**config.mk**
```make
export PLATFORM = sky130hd
export DESIGN_NAME = daq_block_word_deframer
export DESIGN_NICKNAME = d
export VERILOG_FILES = /design/src/sv/dfr_pkg.sv /design/src/sv/dfr_front.sv /design/src/sv/dfr_queue.sv /design/src/sv/dfr_back.sv /design/src/sv/daq_block_word_deframer.sv
export SDC_FILE = /design/constraint.sdc
export NUM_CORES = 1
export LEC_CHECK = 0
export ABC_AREA = 1
export BUFFER_PORTS_ARGS = -buffer_cell sky130_fd_sc_hd__buf_2
export CORE_UTILIZATION = 55
export CTS_CLUSTER_DIAMETER = 120
export CTS_CLUSTER_SIZE = 10
export DETAILED_ROUTE_END_ITERATION = 16
export PLACE_DENSITY = 0.74
export SLEW_MARGIN = 20
export SYNTH_ARGS = -nofsm -noshare
export SYNTH_HDL_FRONTEND = slang
export SYNTH_SLANG_ARGS = --single-unit
```
**constraint.sdc**
```tcl
create_clock -name clk -period 7.9 [get_ports clk]
set_input_delay 0.395 -clock clk [delete_from_list [all_inputs] [get_ports clk]]
set_output_delay 0.395 -clock clk [all_outputs]
set_load 0.005 [all_outputs]
```
**src/sv/dfr_pkg.sv**
```systemverilog
// ----------------------------------------------------------------------------
// dfr_pkg
// Types, codes and sizes shared by the block word deframer modules.
// ----------------------------------------------------------------------------
package dfr_pkg;

    // width of the internal sample counter
    localparam int COUNT_BITS  = 16;
    localparam int QUEUE_DEPTH = 4;
    localparam int QPTR_W      = $clog2(QUEUE_DEPTH);
    localparam int QCNT_W      = $clog2(QUEUE_DEPTH + 1);

    // parser states
    localparam logic [3:0] ST_BLK_HDR      = 4'd0;
    localparam logic [3:0] ST_EVT_HDR      = 4'd1;
    localparam logic [3:0] ST_TRIG1        = 4'd2;
    localparam logic [3:0] ST_TRIG2        = 4'd3;
    localparam logic [3:0] ST_FRAME_OR_END = 4'd4;
    localparam logic [3:0] ST_IN_FRAME     = 4'd5;
    localparam logic [3:0] ST_DATA_TRL     = 4'd6;
    localparam logic [3:0] ST_FILLER       = 4'd7;
    localparam logic [3:0] ST_DROP         = 4'd8;

    // record kinds
    localparam logic [2:0] KIND_EVENT  = 3'd0;
    localparam logic [2:0] KIND_TRIG1  = 3'd1;
    localparam logic [2:0] KIND_TRIG2  = 3'd2;
    localparam logic [2:0] KIND_FINE   = 3'd3;
    localparam logic [2:0] KIND_SAMPLE = 3'd4;
    localparam logic [2:0] KIND_OK     = 3'd5;
    localparam logic [2:0] KIND_ERR    = 3'd6;

    // error codes
    localparam logic [3:0] ERR_NONE      = 4'd0;
    localparam logic [3:0] ERR_BLK_HDR   = 4'd1;
    localparam logic [3:0] ERR_EVT_HDR   = 4'd2;
    localparam logic [3:0] ERR_TRIG1     = 4'd3;
    localparam logic [3:0] ERR_TRIG2     = 4'd4;
    localparam logic [3:0] ERR_FRAME_HDR = 4'd5;
    localparam logic [3:0] ERR_FRAME_TRL = 4'd6;
    localparam logic [3:0] ERR_DATA_TRL  = 4'd7;
    localparam logic [3:0] ERR_EVT_TRL   = 4'd8;
    localparam logic [3:0] ERR_BLK_TRL   = 4'd9;
    localparam logic [3:0] ERR_TRUNC     = 4'd10;

    localparam logic [23:0] FILLER_WORD = 24'hE00000;

    typedef struct packed {
        logic [23:0] word;
        logic        buffer_end;
    } in_item_t;

    typedef struct packed {
        logic [2:0]  kind;
        logic [12:0] channel;
        logic [19:0] value;
        logic [3:0]  error_code;
        logic [15:0] word_count;
        logic        last;
    } out_item_t;

    // one queued transaction: optional data record, optional buffer summary
    typedef struct packed {
        logic        rec_valid;
        logic [2:0]  rec_kind;
        logic [12:0] rec_channel;
        logic [19:0] rec_value;
        logic        sum_valid;
        logic [3:0]  sum_code;
        logic [15:0] sum_count;
    } dfr_entry_t;

    typedef struct packed {
        logic full;
        logic empty;
    } dfr_qstat_t;

endpackage

```
**src/sv/dfr_front.sv**
```systemverilog
// ----------------------------------------------------------------------------
// dfr_front
// Framing parser: accepts readout words, tracks block/event/frame state and
// queues the records each word produces.
// ----------------------------------------------------------------------------
module dfr_front (
    input  logic                clk,
    input  logic                rst_n,
    input  logic                word_valid,
    output logic                word_ready,
    input  dfr_pkg::in_item_t   word_item,
    input  dfr_pkg::dfr_qstat_t q_stat,
    output logic                push,
    output dfr_pkg::dfr_entry_t push_entry
);
    import dfr_pkg::*;

    logic [3:0]            state_reg, state_next;
    logic [4:0]            module_id_reg, module_id_next;
    logic [7:0]            events_left_reg, events_left_next;
    logic [3:0]            adc_reg, adc_next;
    logic [COUNT_BITS-1:0] count_reg, count_next;
    logic [3:0]            err_reg, err_next;

    logic        accept;
    logic [23:0] w;
    logic [12:0] trig_ch;
    logic [7:0]  ev_dec;
    logic [3:0]  code;
    logic [31:0] count_wide;
    dfr_entry_t  ent;

    assign word_ready = !q_stat.full;
    assign accept     = word_valid && word_ready;
    assign w          = word_item.word;
    assign trig_ch    = 13'({module_id_reg, 5'b0});
    assign ev_dec     = events_left_reg - 8'd1;

    always_comb
    begin
        state_next       = state_reg;
        module_id_next   = module_id_reg;
        events_left_next = events_left_reg;
        adc_next         = adc_reg;
        count_next       = count_reg;
        err_next         = err_reg;
        code             = ERR_NONE;
        count_wide       = '0;
        ent              = '0;

        unique case (state_reg)
            ST_BLK_HDR:
            begin
                if (w[23:21] != 3'd0)
                begin
                    err_next   = ERR_BLK_HDR;
                    state_next = ST_DROP;
                end
                else
                begin
                    module_id_next   = w[20:16];
                    events_left_next = w[15:8];
                    state_next       = (w[15:8] != 8'd0) ? ST_EVT_HDR : ST_FILLER;
                end
            end
            ST_EVT_HDR:
            begin
                if (w[23:20] != 4'h4)
                begin
                    err_next   = ERR_EVT_HDR;
                    state_next = ST_DROP;
                end
                else
                begin
                    ent.rec_valid   = 1'b1;
                    ent.rec_kind    = KIND_EVENT;
                    ent.rec_channel = 13'({module_id_reg, 4'b0});
                    ent.rec_value   = w[19:0];
                    state_next      = ST_TRIG1;
                end
            end
            ST_TRIG1:
            begin
                // record goes out even when the tag is bad
                ent.rec_valid   = 1'b1;
                ent.rec_kind    = KIND_TRIG1;
                ent.rec_channel = trig_ch;
                ent.rec_value   = w[19:0];
                if (w[23:20] != 4'h6)
                begin
                    err_next   = ERR_TRIG1;
                    state_next = ST_DROP;
                end
                else
                begin
                    state_next = ST_TRIG2;
                end
            end
            ST_TRIG2:
            begin
                ent.rec_valid   = 1'b1;
                ent.rec_kind    = KIND_TRIG2;
                ent.rec_channel = trig_ch;
                ent.rec_value   = w[19:0];
                if (w[23:20] != 4'h7)
                begin
                    err_next   = ERR_TRIG2;
                    state_next = ST_DROP;
                end
                else
                begin
                    state_next = ST_FRAME_OR_END;
                end
            end
            ST_FRAME_OR_END:
            begin
                if (w[23:21] == 3'h4)
                begin
                    if (w[20:18] != 3'd0)
                    begin
                        err_next   = ERR_FRAME_HDR;
                        state_next = ST_DROP;
                    end
                    else
                    begin
                        adc_next   = w[3:0];
                        state_next = ST_IN_FRAME;
                    end
                end
                else
                begin
                    // event trailer carries the fine trigger time
                    ent.rec_valid   = 1'b1;
                    ent.rec_kind    = KIND_FINE;
                    ent.rec_channel = trig_ch;
                    ent.rec_value   = 20'(w[7:0]);
                    if (w[23:20] != 4'hA)
                    begin
                        err_next   = ERR_EVT_TRL;
                        state_next = ST_DROP;
                    end
                    else
                    begin
                        events_left_next = ev_dec;
                        state_next       = (ev_dec != 8'd0) ? ST_EVT_HDR : ST_FILLER;
                    end
                end
            end
            ST_IN_FRAME:
            begin
                if (w[20:19] == 2'b01)
                begin
                    ent.rec_valid   = 1'b1;
                    ent.rec_kind    = KIND_SAMPLE;
                    ent.rec_channel = {module_id_reg, 4'b0, adc_reg};
                    ent.rec_value   = 20'(w[11:0]);
                    if (count_reg != '1)
                        count_next = count_reg + COUNT_BITS'(1);
                end
                else if (w[20:17] != 4'h8)
                begin
                    err_next   = ERR_FRAME_TRL;
                    state_next = ST_DROP;
                end
                else
                begin
                    state_next = ST_DATA_TRL;
                end
            end
            ST_DATA_TRL:
            begin
                if (w[20:19] != 2'b11)
                begin
                    err_next   = ERR_DATA_TRL;
                    state_next = ST_DROP;
                end
                else
                begin
                    state_next = ST_FRAME_OR_END;
                end
            end
            ST_FILLER:
            begin
                if (w != FILLER_WORD)
                begin
                    if (w[23:20] != 4'h2)
                    begin
                        err_next   = ERR_BLK_TRL;
                        state_next = ST_DROP;
                    end
                    else
                    begin
                        state_next = ST_BLK_HDR;
                    end
                end
            end
            default:
            begin
                // dropping until the buffer ends
            end
        endcase

        if (word_item.buffer_end)
        begin
            code = err_next;
            if (code == ERR_NONE && state_next != ST_BLK_HDR)
                code = ERR_TRUNC;
            // count includes a sample carried by this last word
            count_wide    = 32'(count_next);
            ent.sum_valid = 1'b1;
            ent.sum_code  = code;
            ent.sum_count = (count_wide > 32'hFFFF) ? 16'hFFFF : count_wide[15:0];

            state_next       = ST_BLK_HDR;
            module_id_next   = '0;
            events_left_next = '0;
            adc_next         = '0;
            count_next       = '0;
            err_next         = ERR_NONE;
        end
    end

    assign push       = accept && (ent.rec_valid || ent.sum_valid);
    assign push_entry = ent;

    always_ff @(posedge clk or negedge rst_n)
    begin
        if (!rst_n)
        begin
            state_reg       <= ST_BLK_HDR;
            module_id_reg   <= '0;
            events_left_reg <= '0;
            adc_reg         <= '0;
            count_reg       <= '0;
            err_reg         <= ERR_NONE;
        end
        else if (accept)
        begin
            state_reg       <= state_next;
            module_id_reg   <= module_id_next;
            events_left_reg <= events_left_next;
            adc_reg         <= adc_next;
            count_reg       <= count_next;
            err_reg         <= err_next;
        end
    end

endmodule

```
**src/sv/dfr_queue.sv**
```systemverilog
// ----------------------------------------------------------------------------
// dfr_queue
// Short FIFO of parsed transactions between the parser and the output stage.
// ----------------------------------------------------------------------------
module dfr_queue (
    input  logic                clk,
    input  logic                rst_n,
    input  logic                push,
    input  dfr_pkg::dfr_entry_t push_entry,
    input  logic                pop,
    output dfr_pkg::dfr_entry_t head,
    output dfr_pkg::dfr_qstat_t q_stat
);
    import dfr_pkg::*;

    dfr_entry_t        slots_reg [QUEUE_DEPTH];
    logic [QPTR_W-1:0] wr_ptr_reg, wr_ptr_next;
    logic [QPTR_W-1:0] rd_ptr_reg, rd_ptr_next;
    logic [QCNT_W-1:0] count_reg, count_next;

    assign q_stat.full  = (count_reg == QCNT_W'(QUEUE_DEPTH));
    assign q_stat.empty = (count_reg == '0);
    assign head         = slots_reg[rd_ptr_reg];

    always_comb
    begin
        wr_ptr_next = push ? wr_ptr_reg + QPTR_W'(1) : wr_ptr_reg;
        rd_ptr_next = pop ? rd_ptr_reg + QPTR_W'(1) : rd_ptr_reg;
        count_next  = count_reg;
        if (push && !pop)
            count_next = count_reg + QCNT_W'(1);
        else if (pop && !push)
            count_next = count_reg - QCNT_W'(1);
    end

    always_ff @(posedge clk)
    begin
        if (push)
            slots_reg[wr_ptr_reg] <= push_entry;
    end

    always_ff @(posedge clk or negedge rst_n)
    begin
        if (!rst_n)
        begin
            wr_ptr_reg <= '0;
            rd_ptr_reg <= '0;
            count_reg  <= '0;
        end
        else
        begin
            wr_ptr_reg <= wr_ptr_next;
            rd_ptr_reg <= rd_ptr_next;
            count_reg  <= count_next;
        end
    end

endmodule

```
**src/sv/dfr_back.sv**
```systemverilog
// ----------------------------------------------------------------------------
// dfr_back
// Output stage: expands each queued transaction into one or two result
// records and holds them in an output register.
// ----------------------------------------------------------------------------
module dfr_back (
    input  logic                clk,
    input  logic                rst_n,
    input  dfr_pkg::dfr_entry_t head,
    input  dfr_pkg::dfr_qstat_t q_stat,
    output logic                pop,
    output logic                rec_valid,
    input  logic                rec_ready,
    output dfr_pkg::out_item_t  rec_item
);
    import dfr_pkg::*;

    logic       out_valid_reg, out_valid_next;
    out_item_t  out_reg, out_next;
    // head's data record already sent, summary still pending
    logic       rec_done_reg, rec_done_next;
    logic       load;
    logic       send_rec;

    assign load     = (!out_valid_reg || rec_ready) && !q_stat.empty;
    assign send_rec = head.rec_valid && !rec_done_reg;

    always_comb
    begin
        out_valid_next = out_valid_reg;
        out_next       = out_reg;
        rec_done_next  = rec_done_reg;
        pop            = 1'b0;

        if (out_valid_reg && rec_ready)
            out_valid_next = 1'b0;

        if (load)
        begin
            out_valid_next = 1'b1;
            if (send_rec)
            begin
                out_next.kind       = head.rec_kind;
                out_next.channel    = head.rec_channel;
                out_next.value      = head.rec_value;
                out_next.error_code = ERR_NONE;
                out_next.word_count = '0;
                out_next.last       = 1'b0;
                if (head.sum_valid)
                    rec_done_next = 1'b1;
                else
                    pop = 1'b1;
            end
            else
            begin
                out_next.kind       = (head.sum_code == ERR_NONE) ? KIND_OK : KIND_ERR;
                out_next.channel    = '0;
                out_next.value      = '0;
                out_next.error_code = head.sum_code;
                out_next.word_count = head.sum_count;
                out_next.last       = 1'b1;
                rec_done_next       = 1'b0;
                pop                 = 1'b1;
            end
        end
    end

    assign rec_valid = out_valid_reg;
    assign rec_item  = out_reg;

    always_ff @(posedge clk)
    begin
        out_reg <= out_next;
    end

    always_ff @(posedge clk or negedge rst_n)
    begin
        if (!rst_n)
        begin
            out_valid_reg <= 1'b0;
            rec_done_reg  <= 1'b0;
        end
        else
        begin
            out_valid_reg <= out_valid_next;
            rec_done_reg  <= rec_done_next;
        end
    end

`ifndef NO_ASSERTIONS
    a_summary_kind: assert property (@(posedge clk) disable iff (!rst_n)
        (rec_valid && rec_item.last) |-> (rec_item.kind == KIND_OK || rec_item.kind == KIND_ERR))
        else $error("summary record with data kind");

    a_data_clean: assert property (@(posedge clk) disable iff (!rst_n)
        (rec_valid && !rec_item.last) |->
            (rec_item.error_code == ERR_NONE && rec_item.word_count == '0 &&
             rec_item.kind <= KIND_SAMPLE))
        else $error("data record carries summary fields");

    a_ok_no_code: assert property (@(posedge clk) disable iff (!rst_n)
        (rec_valid && rec_item.kind == KIND_OK) |-> (rec_item.error_code == ERR_NONE))
        else $error("ok summary with error code");

    a_pending_summary: assert property (@(posedge clk) disable iff (!rst_n)
        rec_done_reg |-> (!q_stat.empty && head.sum_valid))
        else $error("pending summary lost from queue head");
`endif

endmodule

```
**src/sv/daq_block_word_deframer.sv**
```systemverilog
// ----------------------------------------------------------------------------
// daq_block_word_deframer
// Block / event / sample frame parser for 24-bit readout words; emits
// channel/value records and a per-buffer summary.
// ----------------------------------------------------------------------------
//  channel | valid      | ready      | payload
//  words   | word_valid | word_ready | word_item (word, buffer_end)
//  records | rec_valid  | rec_ready  | rec_item  (kind .. last)
//
//  One word per cycle is accepted while the 4-entry transaction queue has room.
//  The last word of a buffer that also yields a data record gives two records
//  in the output stage: the data record first, then the buffer summary.
//  Records are registered from the queue head whenever the output is free.
//  Reset returns the parser to expect a block header, queue and output empty.
// ----------------------------------------------------------------------------
module daq_block_word_deframer (
    input  logic               clk,
    input  logic               rst_n,
    input  logic               word_valid,
    output logic               word_ready,
    input  dfr_pkg::in_item_t  word_item,
    output logic               rec_valid,
    input  logic               rec_ready,
    output dfr_pkg::out_item_t rec_item
);
    import dfr_pkg::*;

    logic       push;
    logic       pop;
    dfr_entry_t push_entry;
    dfr_entry_t head;
    dfr_qstat_t q_stat;

    dfr_front u_front (
        .clk        (clk),
        .rst_n      (rst_n),
        .word_valid (word_valid),
        .word_ready (word_ready),
        .word_item  (word_item),
        .q_stat     (q_stat),
        .push       (push),
        .push_entry (push_entry)
    );

    dfr_queue u_queue (
        .clk        (clk),
        .rst_n      (rst_n),
        .push       (push),
        .push_entry (push_entry),
        .pop        (pop),
        .head       (head),
        .q_stat     (q_stat)
    );

    dfr_back u_back (
        .clk       (clk),
        .rst_n     (rst_n),
        .head      (head),
        .q_stat    (q_stat),
        .pop       (pop),
        .rec_valid (rec_valid),
        .rec_ready (rec_ready),
        .rec_item  (rec_item)
    );

endmodule

```
==> impl_metrics.env, run 1 <==
export IMPL_status="complete, no violations"
export IMPL_grt_overflow_total=0
export IMPL_vias_per_cell=5.64
export IMPL_syn_nets=1379
export IMPL_drv_cap=0
export IMPL_synth_fa_ha_area_share_pct=0.823
export IMPL_place_congestion=0.963
export IMPL_tightest_slew_ns=1.06
export IMPL_vias=10075
export IMPL_ys_flop_type="edfxtp_1"
export IMPL_numCtsBuffers=39
export IMPL_cts_htree_levels=2
export IMPL_crit_family="buffers and inverters"
export IMPL_muxShareOfSynthArea_pct=0.0771
export IMPL_nNetsFinal=1467
export IMPL_dp_cells=1723
export IMPL_drive_gt1_share_pct=13.1
export IMPL_crit_chain="inv_2 > buf_4 > o21ai_0 > o22ai_1 > nand2_2 > inv_2 > nand2_1 > nand2_1 > ha_1 > inv_1 > fa_1 > a21oi_1 > o21ai_0 > xnor2_1"
export IMPL_drtPass1Iterations=6
export IMPL_rows=59
export IMPL_tns_ns=0
export IMPL_max_stage_delay_ns=0.66
export IMPL_cts_max_path_buffers=3
export IMPL_maxSlewHeadroom_pct=29.5
export IMPL_crit_path_max_fanout=64
export IMPL_end_kind="flip-flop"
export IMPL_fillers=1959
export IMPL_clock_latency_ns=0.52
export IMPL_finalSetupViolCount=0
export IMPL_cp_data_arrival_time_ns=4.18
export IMPL_port_buffers=87
export IMPL_yosys_warnings=0
export IMPL_grt_start_max_net_pins=105
export IMPL_ant_nets=0
export IMPL_synth_seq_area_share_pct=68.0
export IMPL_netlist_cell_type_count=46
export IMPL_die_area_um2=27200
export IMPL_area_growth_pct=12.9
export IMPL_die_h_um=165
export IMPL_clock_root_buffer="clkbuf_16"
export IMPL_ys_ff_latch=339
export IMPL_synth_top_family_by_area="simple AND/OR/NAND/NOR gates"
export IMPL_p_per_area_nw_per_um2=367
export IMPL_antenna_cells=0
export IMPL_synth_avg_cell_area_um2=10.9
export IMPL_slowest_stage="buf_4"
export IMPL_track_usage_pct=24.8
export IMPL_io_pins=88
export IMPL_postSynthCellCount=1341
export IMPL_grt_pass1_wl_um=51000
export IMPL_hold_buffers=0
export IMPL_period_share_pct=47.8
export IMPL_dieWidth_um=165
export IMPL_clock_fmax_ghz=0.265
export IMPL_peakVddDrop_uv=205
export IMPL_first_iter_violations=1087
export IMPL_grt_pass1_vias=9657
export IMPL_finalHoldViolCount=0
export IMPL_synthSimpleGateAreaFrac_pct=15.6
export IMPL_core_area_um2=26100
export IMPL_crit_required_ns=8.30
export IMPL_synth_area_um2=14600
export IMPL_postCtsSetupRepairBufs=0
export IMPL_hold_path_class="primary input to asynchronous set/reset pin"
export IMPL_crit_type="flip-flop to flip-flop"
export IMPL_yosys_area_share_xor_xnor_pct=0.960
export IMPL_ctsResizeCount=0
export IMPL_cts_tree="built"
export IMPL_grt_setup_unrepaired="false"
export IMPL_cp_start_kind="flip-flop"
export IMPL_initial_core_util_pct=56.0
export IMPL_finalMaxSlewViolations=0
export IMPL_synthArstFlopShare_pct=14.7
export IMPL_largest_reg_flops=232
export IMPL_antenna_found_initial=0
export IMPL_fin_crit_ns=3.78
export IMPL_clock_sinks=339
export IMPL_stdcell_count=1787
export IMPL_clkTransAtPathRegs_ns=0.06
export IMPL_synth_edf_count=289
export IMPL_wl_per_cell_um=18.4
export IMPL_synth_compound_area_share_pct=9.93
export IMPL_drcViolationCount=0
export IMPL_dpl_hpwl_um=20600
export IMPL_p_leak_nw=6.37
export IMPL_path_buf_inv=4
export IMPL_skew_ns=0.0152
export IMPL_routed_wl_um=32800
-- final timing paths --
| kind | start | to | slack, ns | depth (start not counted) |
|---|---|---|---|---|
| worst max-delay path | u_queue.rd_ptr_reg[0]$_DFFE_PN0P_ | u_queue.count_reg[2]$_DFFE_PN0P_ | 4.12 | 14 |
| worst min-delay path | rst_n | u_front.count_reg[4]$_DFFE_PN0P_ | 0.03 | 2 |
| worst max register to register | u_queue.rd_ptr_reg[0]$_DFFE_PN0P_ | u_queue.count_reg[2]$_DFFE_PN0P_ | 4.12 | 14 |
| worst min register to register | u_front.err_reg[1]$_DFFE_PN0P_ | u_front.err_reg[1]$_DFFE_PN0P_ | 0.50 | 2 |
| max in group asynchronous | rst_n | u_queue.rd_ptr_reg[0]$_DFFE_PN0P_ | 7.30 | 2 |
| min in group clk | rec_ready | u_back.rec_valid$_DFFE_PN0P_ | 0.10 | 2 |
-- cell families (layout without fill, tap and decap cells) --
| family | count (synthesis) | after routing |
|---|---|---|
| compound gates | 262 | 262 |
| simple gates | 542 | 542 |
| mux | 1 | 1 |
| xor+xnor | 16 | 16 |
| flops | 339 | 339 |
| fa+ha+maj | 9 | 9 |
| buf+inv | 172 | 283 |
-- power by group --
group	internal, W	total, W	switching [W]
logic	0.000563	0.00184	0.00128
clock network	0.000935	0.00159	0.000658
registers	0.00246	0.00261	0.000149
total	0.00396	0.00604	0.00209
-- cell usage after synthesis (6+ instances only) --
master    number  area share (%)
nor2_1       290             7.5
edfxtp_1     289              59
nand2_1      170             4.4
o21ai_0      132             4.5
inv_1        105             2.7
a21oi_1       54             1.9
o22ai_1       53             2.3
dfrtp_1       50             8.6
clkbuf_1      40             1.0
nand3_1       32             1.1
inv_2         14            0.36
xor2_1        13            0.78
nand4_1       10            0.43
nor3_1        10            0.34
ha_1           8            0.69
buf_1          7            0.18
nor2_2         6            0.26
nor2_4         6            0.46
-- worst reg2reg max path: stages (launching register included) --
cell and delay, ns:
dfrtp_4 0.55, inv_2 0.60, buf_4 0.67, o21ai_0 0.18
o22ai_1 0.18, nand2_2 0.09, inv_2 0.13, nand2_1 0.09
nand2_1 0.14, ha_1 0.17, inv_1 0.06, fa_1 0.37
a21oi_1 0.15, o21ai_0 0.12, xnor2_1 0.15
-- per-layer routing --
metal / track usage (%) / part of all wire, % / up-vias
met5: 0 / 0 / -
met4: 9.51 / 2.8 / 0
met3: 3.39 / 7.0 / 66
met2: 39.4 / 47 / 423
met1: 34.9 / 43 / 4790
li1: - / - / 4796
-- metrics by stage --
stage               total power, W  hold WS, ns  setup WS (ns)  util, %  cell area (um^2)
CTS                        0.00607       0.0404           4.15     63.2             16500
global placement           0.00443        0.475           4.28     59.0             15400
detailed placement         0.00448        0.493           4.21     59.0             15400
floorplan                  0.00386       0.0994           3.42        -             14600
global route               0.00640       0.0756           3.79     63.2             16500
finish                     0.00604       0.0257           4.12     63.2             16500
-- final cells by class --
cell class	count	area, um^2	share of cell area, %
Inverter	121	459	2.79
Timing Repair Buffer	98	518	3.14
Sequential cell	339	9930	60.3
Clock buffer	62	1080	6.58
Clock inverter	2	25.0	0.152
Multi-Input combinational cell	830	4040	24.5
Tap cell	335	419	2.54
-- cell usage in the layout, fill, tap and decap left out, drive strengths merged --
cell     netlist  final
clkbuf        40     62
a32o           4      4
xor2          13     13
nor2         304    304
nand3b         3      3
o221ai         2      2
ha             8      8
nand2        177    177
a22o           1      1
o2111ai        1      1
xnor2          3      3
inv          121    122
and2           1      1
a221o          1      1
fa             1      1
edfxtp       289    289
o21ai        137    137
o21a           2      2
mux2           1      1
a221oi         1      1
a21oi         56     56
nand4         11     11
buf           11     98
a22oi          3      3
nor3          11     11
o22ai         53     53
or2            1      1
nand3         33     33
a31oi          1      1
clkinv         0      1
dfrtp         50     50
nor4           1      1
No activity file was read; power rests on OpenSTA's default activity.
==> run 2: changes to the inputs <==
--- a/config.mk
+++ b/config.mk
@@ -11,7 +11,7 @@
 export CTS_CLUSTER_DIAMETER = 120
 export CTS_CLUSTER_SIZE = 10
 export DETAILED_ROUTE_END_ITERATION = 16
-export PLACE_DENSITY = 0.74
+export PLACE_DENSITY = 0.77
 export SLEW_MARGIN = 20
 export SYNTH_ARGS = -nofsm -noshare
 export SYNTH_HDL_FRONTEND = slang
==> constraint.sdc (replaced) <==
create_clock -name clk -period 3.4 [get_ports clk]
set_input_delay 0.17 -clock clk [delete_from_list [all_inputs] [get_ports clk]]
set_output_delay 0.17 -clock clk [all_outputs]
set_load 0.005 [all_outputs]
==> run 2 against run 1 <==
Count of clock-buffer cells in the layout is 1 lower. Worst hold slack better by 0.0057 ns. Critical path depth is 3 lower. Cell count is 0.95% higher. Highest routed layer unchanged.
==> impl_metrics.env, run 2 (synthesis gave the netlist of run 1 again) <==
export IMPL_largest_reg_flops=232
export IMPL_vias=10279
export IMPL_skew_ns=0.0189
export IMPL_cts_tree="built"
export IMPL_max_stage_delay_ns=0.54
export IMPL_crit_type="flip-flop to flip-flop"
export IMPL_grt_overflow_total=0
export IMPL_hold_path_class="primary input to flip-flop"
export IMPL_tightest_slew_ns=0.887
export IMPL_dieWidth_um=165
export IMPL_final_cell_mix="edfxtp_1, nor2_1, nand2_1"
export IMPL_core_area_um2=26100
export IMPL_place_congestion=0.916
export IMPL_grt_pass1_vias=9851
export IMPL_end_kind="flip-flop"
export IMPL_period_share_pct=81.1
export IMPL_min_to="u_front.events_left_reg[5]$_DFFE_PN0P_"
export IMPL_ctsResizeCount=0
export IMPL_maxSlewHeadroom_pct=40.9
export IMPL_slowest_stage="dfrtp_1"
export IMPL_fin_crit_ns=2.76
export IMPL_io_pins=88
export IMPL_area_growth_pct=14.3
export IMPL_final_area_um2=16700
export IMPL_tns_ns=0
export IMPL_dpl_hpwl_um=21800
export IMPL_hold_path_startpoint="word_item[14]"
export IMPL_grt_pass1_wl_um=53100
export IMPL_ant_nets=0
export IMPL_grt_setup_unrepaired="false"
export IMPL_cp_start_kind="flip-flop"
export IMPL_r2r_end="u_queue.count_reg[1]$_DFFE_PN0P_"
export IMPL_nNetsFinal=1486
export IMPL_crit_required_ns=3.79
export IMPL_clock_root_buffer="clkbuf_16"
export IMPL_wl_per_cell_um=18.8
export IMPL_finalMaxSlewViolations=0
export IMPL_hold_buffers=10
export IMPL_stdcell_count=1804
export IMPL_finalSetupViolCount=0
export IMPL_cts_max_path_buffers=3
export IMPL_routed_wl_um=33900
export IMPL_reg2reg_from="u_front.state_reg[3]$_DFFE_PN0P_"
export IMPL_peakVddDrop_uv=457
export IMPL_die_area_um2=27200
export IMPL_fillers=1947
export IMPL_status="complete, no violations"
export IMPL_min_path_cells=3
export IMPL_die_h_um=165
export IMPL_first_iter_violations=1094
export IMPL_port_buffers=87
export IMPL_multi_input_area_um2=4040
export IMPL_clock_latency_ns=0.51
export IMPL_vias_per_cell=5.70
export IMPL_clkTransAtPathRegs_ns=0.06
export IMPL_final_util_pct=64.0
export IMPL_numCtsBuffers=39
export IMPL_register_area_um2=9930
export IMPL_rows=59
export IMPL_p_leak_nw=6.45
export IMPL_cts_htree_levels=2
export IMPL_dpl_cell_area_um2=15500
export IMPL_dp_cells=1732
export IMPL_clock_fmax_ghz=0.363
export IMPL_antenna_found_initial=0
export IMPL_drtPass1Iterations=5
export IMPL_r2r_worst_path_cells=11
export IMPL_postCtsSetupRepairBufs=0
export IMPL_clock_sinks=339
export IMPL_finalHoldViolCount=0
export IMPL_drcViolationCount=0
export IMPL_regToRegSetupSlack_ns=0.64
export IMPL_track_usage_pct=25.8
export IMPL_drive_gt1_share_pct=13.4
export IMPL_grt_start_max_net_pins=91
export IMPL_initial_core_util_pct=56.0
export IMPL_final_common_cell="edfxtp_1"
export IMPL_crit_chain="inv_2 > nand2_2 > nor2_1 > nor2_2 > nand2_4 > nor2_4 > a21oi_4 > ha_1 > inv_1 > fa_1 > mux2_2"
export IMPL_antenna_cells=0
export IMPL_drv_cap=0
export IMPL_p_per_area_nw_per_um2=846
export IMPL_crit_path_max_fanout=9
export IMPL_cp_data_arrival_time_ns=3.15
-- run 2: cell types whose count changed in the layout (fill, tap and decap cells not counted), sizes merged --
cell | previous run | this run
dlygate4sd3 | 0 | 10
buf | 98 | 107
clkinv | 1 | 0
clkbuf | 62 | 61
-- run 2: worst max path at each step --
stage | from | to
after floorplan | u_front.state_reg[3]$_DFFE_PN0P_ | u_queue.slots_reg[0][0]$_DFFE_PP_
after global placement | u_front.state_reg[3]$_DFFE_PN0P_ | u_queue.count_reg[1]$_DFFE_PN0P_
after global routing | u_front.events_left_reg[0]$_DFFE_PN0P_ | u_queue.slots_reg[1][17]$_DFFE_PP_
after CTS | u_front.state_reg[3]$_DFFE_PN0P_ | u_queue.slots_reg[3][27]$_DFFE_PP_
after detailed placement | u_front.state_reg[3]$_DFFE_PN0P_ | u_queue.count_reg[1]$_DFFE_PN0P_
final | u_front.state_reg[3]$_DFFE_PN0P_ | u_queue.count_reg[1]$_DFFE_PN0P_
-- run 2: area by class of cell --
class / count / area share, %
sequential: 339 / 59.5
inverter: 121 / 2.75
tap: 335 / 2.51
clock inverter: 1 / 0.0525
multi-input combinational: 830 / 24.2
timing repair buffer: 117 / 4.56
clock buffer: 61 / 6.35
-- run 2: power by group --
part / leakage [nW] / total, W / switching (W) / internal (W)
clock: 0.511 / 0.00360 / 0.00149 / 0.00212
combinational: 2.56 / 0.00446 / 0.00307 / 0.00139
sequential: 3.38 / 0.00606 / 0.000347 / 0.00571
-- run 2: stage by stage --
| step | worst slack [ns] | hold slack (ns) | power, W |
|---|---|---|---|
| 2_1_floorplan | -0.0375 | -0.126 | 0.00896 |
| 3_3_place_gp | 0.743 | 0.302 | 0.0104 |
| 3_5_place_dp | 0.675 | 0.324 | 0.0105 |
| 4_1_cts | 0.660 | 0.0110 | 0.0142 |
| 5_1_grt | 0.387 | 0.0363 | 0.0150 |
| 6_report | 0.642 | 0.0314 | 0.0141 |
-- run 2: routing by layer --
metal / global-route usage [%] / part of all wire (%)
met5: 0 / 0
met4: 9.09 / 2.8
met3: 3.62 / 6.7
met2: 42.1 / 49
met1: 35.6 / 42
-- run 2: critical path, delay by kind of cell (launching register included) --
kind / cells / cell delay [ns]
buffers and inverters: 2 / 0.27
and+or+nand+nor: 5 / 0.83
muxes: 1 / 0.27
AOI/OAI and AO/OA: 1 / 0.09
adders and majority gates: 2 / 0.63
DFF: 1 / 0.54
